**src/design/ncd_pkg.sv**
```systemverilog
package ncd_pkg;

   localparam int NODE_W   = 10;
   localparam int WEIGHT_W = 16;
   localparam int COUNT_W  = 11;
   localparam int DIST_W   = 52;

   localparam logic signed [DIST_W-1:0] FAR_DISTANCE = 52'sd1000000000000000;
   localparam logic signed [DIST_W-1:0] DIST_MAX     = {1'b0, {(DIST_W-1){1'b1}}};
   localparam logic signed [DIST_W-1:0] DIST_MIN     = {1'b1, {(DIST_W-1){1'b0}}};

   typedef struct packed {
      logic [NODE_W-1:0]          first_node;
      logic [NODE_W-1:0]          second_node;
      logic signed [WEIGHT_W-1:0] weight;
   } edge_type;

   localparam int EDGE_W = $bits(edge_type);

endpackage

```
**src/design/ncd_relax.sv**
```systemverilog
module ncd_relax (
   input  logic                                clock,
   input  logic                                load,
   input  logic signed [ncd_pkg::DIST_W-1:0]   dist_lower,
   input  logic signed [ncd_pkg::DIST_W-1:0]   dist_offer,
   input  logic signed [ncd_pkg::WEIGHT_W-1:0] weight,
   output logic                                relax,
   output logic signed [ncd_pkg::DIST_W-1:0]   cand
);
   localparam int DW = ncd_pkg::DIST_W;
   localparam int WW = ncd_pkg::WEIGHT_W;

   logic signed [DW:0]   sum;
   logic signed [DW-1:0] sat_sum;
   logic signed [DW-1:0] cand_ff;
   logic signed [DW-1:0] cand_in;
   logic signed [DW-1:0] lower_ff;
   logic signed [DW-1:0] lower_in;

   always_comb begin
      sum = {dist_offer[DW-1], dist_offer} + {{(DW+1-WW){weight[WW-1]}}, weight};
      if (sum[DW] != sum[DW-1]) begin
         sat_sum = sum[DW] ? ncd_pkg::DIST_MIN : ncd_pkg::DIST_MAX;
      end else begin
         sat_sum = sum[DW-1:0];
      end
      cand_in  = load ? sat_sum : cand_ff;
      lower_in = load ? dist_lower : lower_ff;
   end

   always_ff @(posedge clock) begin
      cand_ff  <= cand_in;
      lower_ff <= lower_in;
   end

   assign relax = lower_ff > cand_ff;
   assign cand  = cand_ff;

endmodule

```
**config.mk**
```make
export PLATFORM = sky130hd
export DESIGN_NAME = ncd_relax
export DESIGN_NICKNAME = d
export VERILOG_FILES = /design/src/design/ncd_pkg.sv /design/src/design/ncd_relax.sv
export SDC_FILE = /design/constraint.sdc
export NUM_CORES = 1
export LEC_CHECK = 0
export ABC_CLOCK_PERIOD_IN_PS = 5850
export BUFFER_PORTS_ARGS = -buffer_cell sky130_fd_sc_hd__buf_2
export CAP_MARGIN = 20
export CORE_ASPECT_RATIO = 1.5
export CORE_MARGIN = 4
export CORE_UTILIZATION = 60
export CTS_CLUSTER_DIAMETER = 100
export DETAILED_ROUTE_END_ITERATION = 10
export PLACE_DENSITY = 0.87
export SYNTH_ARGS = -nofsm -noshare
export SYNTH_HDL_FRONTEND = slang
export SYNTH_SLANG_ARGS = --single-unit
export TNS_END_PERCENT = 10
```
**constraint.sdc**
```tcl
create_clock -name clock -period 5.85 [get_ports clock]
set_input_delay 1.17 -clock clock [delete_from_list [all_inputs] [get_ports clock]]
set_output_delay 1.17 -clock clock [all_outputs]
set_load 0.01 [all_outputs]
```
Yosys cells after proc, flatten, opt, wreduce, memory -nomap -nowiden
Cells that the tools add are included.
W data, S select, Z words.
{"block": "totals", "ff_bits": 104, "input_bits": 122, "wordCells": 7}
{"block": "classes", "add_sub_neg": 1, "magnitude_cmp": 1, "eq_ne": 1, "muxes": 2}
{"operator": "$mux W52", "count": 2}
{"operator": "$add A52 B16 Y53", "count": 1}
{"operator": "$gt A52 B52 Y1", "count": 1}
{"operator": "$ne A1 B1 Y1", "count": 1}

Depth between registers and ports, before layout
Gate-level depths: netlist (run 1).
{"block": "logic_depth", "depth_word": 3, "ltp_mapped": 14, "mapped_depth_nobuf": 12}

Least setup slack after synthesis (run 1)
No wires, ideal clock.
{"block": "synth_path", "path_kind": "flip-flop to output port", "start": "register cand_ff[1], in the netlist cand[1]", "end": "output relax", "t_arrival_ps": 2555, "required_time_ps": 4680, "setup_slack_ps": 2125, "stages_incl_launch_ff": 12, "cell_sequence": "edfxtp_1 -> inv_1 -> ha_1 -> nor2b_1 -> o21a_1 -> o21ai_0 -> a21oi_1 -> o31a_1 -> o21bai_1 -> a21oi_1 -> or4_1 -> a221oi_1"}
{"block": "synth_between", "elab_chain_cells": 1}
{"element": "start: declaration", "line_no": "ncd_relax.sv:15", "text": "logic signed [DW-1:0] cand_ff;"}
{"element": "start signal: assignment", "line_no": "ncd_relax.sv:32", "text": "cand_ff <= cand_in;"}
{"element": "$gt A52 B52 Y1", "line_no": "ncd_relax.sv:36", "text": "assign relax = lower_ff > cand_ff;"}
{"element": "end: declaration", "line_no": "ncd_relax.sv:7", "text": "output logic relax,"}
Every way passes these cells.

Worst setup path in the final report (run 1)
{"block": "layout_path", "start": "input weight[15] in the netlist's numbering", "end": "register cand_ff[21], in the netlist cand[21] (data pin)"}
{"block": "layout_between", "elab_chain_cells": 3, "word_cells_on_any_way": 4}
{"element": "start: declaration", "line_no": "ncd_relax.sv:6", "text": "input logic signed [ncd_pkg::WEIGHT_W-1:0] weight,"}
{"element": "$add A52 B16 Y53 (*)", "line_no": "ncd_relax.sv:21", "text": "sum = {dist_offer[DW-1], dist_offer} + {{(DW+1-WW){weight[WW-1]}}, weight};"}
{"element": "$mux W52 / $ne A1 B1 Y1 (equally long branches)", "line_no": "ncd_relax.sv:23, ncd_relax.sv:22"}
{"element": "$mux W52 (*)", "line_no": "ncd_relax.sv:22", "text": "if (sum[DW] != sum[DW-1]) begin"}
{"element": "via sat_sum[21]", "line_no": "ncd_relax.sv:14", "text": "logic signed [DW-1:0] sat_sum;"}
The timed path passes the listed nets; every way through them passes the cells marked *.
A chain may end at the register's enable or synchronous reset.

==> metrics, run 1 <==
worst slew pin tran 0.722 ns; Power Density 268 nW/um^2; worst-path fanout max 39; post-CTS sizing 0; Remaining DRCs 0; Layout Nets 1214; Post-Syn Area per Cell 9.87 sq um; Logic pwr share 36.2%; antenna violations before repair 0; Sw Ratio 34.8%; Post-synth ARST share 0%; Die Span Y 151 microns; hold_buf cts 0; pre-CTS setup slack 0.997 ns; CTS Root Cell clkbuf_16; final setup TNS 0 ns; Clock Sinks 104; Top Ports 175; Peak Freq 220 MHz; Synth Net Count 1054; ys flop type edfxtp_1; Crit. End Element flop; Critical Path RT 5.89 ns; maximum VDD drop 191 uV; area of the mapped netlist 8170 sq um; final hold slack 0.996 ns; critical path class primary input to flop; GP Congestion 0.947; Final Hold Fails 0; # fillers 1043; CTS tree built; Vias 6899; die area 15600 sq um; leakage power 4.20 nW; placed cell area 9050 sq um; Clock Path Buffers 2; Max-cap violations 0; Seq cells post-synth 104; final setup vio count 0; Post-synth EDFFs 104; Final ANT Viol Nets 0; Core Util, Final 69.6%; WL final 20900 microns; ant diodes 0; Hold Path Class primary input to flop; final instance area 9330 sq um; Clk pwr share 22.3%; Rows 52; port buffer count 174; fin. max-slew vios 0; Vias/cell 5.98; DRT iter0 DRCs 430; DIE WIDTH 103 microns; post-synth top area cell edfxtp_1; minimum clock period 4.55 ns; area delta synth->final 14.2%; total CTS buffers 9; largest net degree at the start of global routing 54; Reg clk slew, reported paths 0.07 ns; sequential share of the synthesized area 38.2%; Synth area leaders edfxtp_1 38%, ha_1 16%, a21oi_1 5.3%; Relative slew margins 51.9%; post-synth cell types 76; multi-input logic area 4580 sq um; post-DP HPWL 17000 microns; share of cells above drive strength 1 22.2%; vias in the first global route 6805; Register Area 3120 sq um; first-pass GRT wire length 32500 microns; crit share post-route 77.7%; Flop pwr share 41.5%; worst path arrival time 4.59 ns; effective utilization at floorplan 60.9%; Syn. warnings 0; GR Overflow Total 0; switching power 870 uW; Int Power 1.63 mW; DR WL/cell 18.1 microns; Max H-tree Level 3; outcome finished clean; top cells by count, synth 104 x edfxtp_1, 104 x ha_1, 86 x a21oi_1; core area 13400 sq um; cell count after synthesis 827; first drt pass iteration count 5; post-synth top area share 38.2%; PnR worst setup slack 1.30 ns; CP startpoint kind primary input; GRT Total Usage 26.7%; post-CTS setup buffer count 0; Hold Crit Depth 1; RSZ-0062 raised after global routing false
==> worst max-delay path: stages <==
cell and delay [ns]:
buf_2 0.55, ha_1 0.43, a21o_1 0.22, a211oi_1 0.32, a31oi_1 0.18, a211oi_4 0.32, o21ba_4 0.23, o221ai_4 0.22
nor2_4 0.64, o21ai_0 0.27
==> metal layers <==
layer,vias up,track usage (%),wire length (microns),part of all wire [%]
met4,0,11.9,793,3.8
met2,240,47.7,10900,52
li1,3405,-,-,-
met3,55,2.44,1170,5.6
met1,3199,32.0,7980,38
met5,-,0,0,0
==> cell families after synthesis <==
family | synth area share (%)
flip-flops | 38.2
AND/OR/NAND/NOR | 12.5
XOR/XNOR | 5.06
adder cells (fa/ha/maj) | 17.1
buffers and inverters | 5.71
AO/OA/AOI/OAI | 21.4
==> power groups by stage <==
stage	registers, mW	clock network (mW)	logic, mW
2_1_floorplan	1.06	0	0.580
3_3_place_gp	1.05	0	0.859
3_5_place_dp	1.05	0	0.888
4_1_cts	1.04	0.568	0.901
5_1_grt	1.05	0.596	1.01
6_report	1.04	0.559	0.904
==> through the flow <==
step / total power, mW / instances
finish: 2.50 / 1154
global route: 2.65 / 1154
CTS: 2.51 / 1154
detailed placement: 1.94 / 1138
global placement: 1.91 / 1138
floorplan: 1.64 / 827
==> worst paths after layout <==
check | start | endpoint | slack (ns)
min | dist_lower[47] | lower_ff[47] | 1.0
max | weight[15] | cand[21] | 1.30
==> placed cells by master, fill, tap and decap left out, types with 3 or more instances in the layout <==
| master | instances |
|---|---|
| o21ai_1 | 8 |
| or2_2 | 3 |
| a21oi_2 | 3 |
| nand4_1 | 23 |
| nor4_1 | 4 |
| edfxtp_1 | 104 |
| a21o_1 | 36 |
| o31ai_1 | 5 |
| clkbuf_16 | 9 |
| nand3_1 | 14 |
| buf_2 | 173 |
| and4_1 | 3 |
| nand2_1 | 42 |
| o21ai_0 | 76 |
| inv_1 | 71 |
| o21a_1 | 6 |
| and3_1 | 6 |
| xor2_1 | 24 |
| o31a_1 | 3 |
| a41oi_1 | 4 |
| a31oi_1 | 4 |
| o21bai_1 | 17 |
| nor3_1 | 11 |
| xnor2_1 | 20 |
| inv_6 | 3 |
| nand2b_1 | 5 |
| and2_1 | 5 |
| or3_1 | 4 |
| a21oi_1 | 86 |
| nor2b_1 | 7 |
| ha_1 | 104 |
| maj3_1 | 6 |
| nor2_1 | 45 |
| a211oi_1 | 4 |
==> area by class of cell <==
| type | instances | area share [%] |
|---|---|---|
| flip-flops and latches | 104 | 33.5 |
| well taps | 162 | 2.17 |
| inverters | 71 | 2.86 |
| repair buffers | 175 | 9.44 |
| clock inverters | 7 | 0.577 |
| clock buffers | 9 | 2.41 |
| multi-input cells | 626 | 49.1 |
==> state kept, by name, indices dropped and copies added, names as in the netlist <==
name / count
cand: 52
lower_ff: 52
Note: power is estimated with default switching activity, not from simulation.
==> inputs of run 2 (changes only) <==
- ABC_CLOCK_PERIOD_IN_PS: 5850 -> 4200
- CORE_UTILIZATION: 60 -> 56
- PLACE_DENSITY: 0.87 -> 0.82
- clock period: 5.85 -> 4.2 ns (I/O delays scaled with it)
==> metrics, run 2 (synthesis results as in run 1) <==
Peak Freq 247 MHz; final setup vio count 0; Final Non-Filler Cells 1190; fin. max-slew vios 0; post-DP HPWL 17600 microns; maximum VDD drop 217 uV; Hold Path Class primary input to flop; leakage power 4.25 nW; minimum clock period 4.05 ns; crit share post-route 96.5%; outcome finished clean; Power Density 380 nW/um^2; first-pass GRT wire length 33500 microns; WL final 21300 microns; vias in the first global route 6866; total CTS buffers 9; worst-path fanout max 2; first drt pass iteration count 5; Critical Path End relax; GRT Total Usage 25.3%; effective utilization at floorplan 57.5%; Remaining DRCs 0; critical path class flop to primary output; CTS tree built; GP Congestion 0.940; PnR Total Power 3.60 mW; Max-cap violations 0; port buffer count 174; Final ANT Viol Nets 0; post-CTS setup buffer count 0; Core Util, Final 66.7%; Worst Setup SP cand[1]; DIE WIDTH 107 microns; Crit. End Element primary output; Reg clk slew, reported paths 0.07 ns; Max H-tree Level 3; Top Ports 175; Clock Sinks 104; DRT iter0 DRCs 492; placed cell count 1173; antenna violations before repair 2; share of cells above drive strength 1 22.5%; Vias 6970; GR Overflow Total 0; worst slew pin tran 0.718 ns; core area 14200 sq um; area delta synth->final 15.8%; CP startpoint kind flop; worst path arrival time 3.21 ns; die area 16600 sq um; Clock Path Buffers 2; Die Span Y 156 microns; DR WL/cell 17.9 microns; Critical Path RT 3.36 ns; Vias/cell 5.86; Relative slew margins 52.1%; largest net degree at the start of global routing 44; Final Hold Fails 0; CTS Root Cell clkbuf_16; Layout Nets 1219; commonest non-fill, non-tap cell in the layout buf_2; most frequent cells in the layout 173 x buf_2, 104 x ha_1, 104 x edfxtp_1; Rows 53
==> run 2: worst min-delay path by stage <==
stage | slack (ns) | endpoint | start | cells after the start
floorplan | 0.94 | lower_ff[0] | dist_lower[0] | 0
global placement | 1.02 | lower_ff[28] | dist_lower[28] | 1
detailed placement | 1.02 | lower_ff[23] | dist_lower[23] | 1
CTS | 0.66 | lower_ff[36] | dist_lower[36] | 1
global route | 0.66 | lower_ff[36] | dist_lower[36] | 1
finish | 0.67 | lower_ff[36] | dist_lower[36] | 1
==> run 2: area by class of cell <==
| cell class | count | area, sq um |
|---|---|---|
| multi-input cells | 626 | 4580 |
| repair buffers | 180 | 931 |
| diodes | 2 | 5.00 |
| fillers | 1187 | 4730 |
| clock inverters | 4 | 77.6 |
| inverters | 71 | 267 |
| clock buffers | 11 | 233 |
| well taps | 192 | 240 |
| flip-flops and latches | 104 | 3120 |
==> run 2: worst max-delay path: stages (launching register included) <==
cell      delay, ns
edfxtp_1       0.42
inv_1          0.08
ha_1           0.23
nor2b_1        0.14
o21a_1         0.16
o21ai_0        0.15
a21oi_1        0.09
o31a_1         0.27
o21bai_1       0.20
a21oi_1        0.14
or4_1          0.52
a221oi_2       0.29
buf_2          0.17
==> run 2: per-layer routing <==
layer	global-route usage, %	routed length (microns)	vias up
met4	11.0	714	0
li1	-	-	3421
met1	31.2	8410	3247
met5	0	0	-
met3	2.57	1090	46
met2	44.8	11100	256
==> run 2: what timing repair did <==
action	CTS	global route
hold buffers	0	0
gates resized for setup	0	1
setup endpoints to repair	0	1
==> run 2: stage by stage <==
stage | TNS, ns | hold WS, ns | area [sq um] | setup slack [ns]
final | 0 | 0.669 | 9460 | 0.149
after detailed placement | 0 | 1.02 | 9140 | 0.000322
after floorplan | 0 | 0.939 | 8170 | 0.805
after CTS | 0 | 0.659 | 9450 | 0.158
after global routing | -0.0130 | 0.657 | 9460 | -0.0130
after global placement | 0 | 1.02 | 9140 | 0.116
==> run 2: where the power goes <==
group	internal, mW	switching [mW]	leakage, nW
sequential	1.35	0.0957	1.02
combinational	0.526	0.750	3.08
clock	0.524	0.356	0.151
total	2.40	1.20	4.25
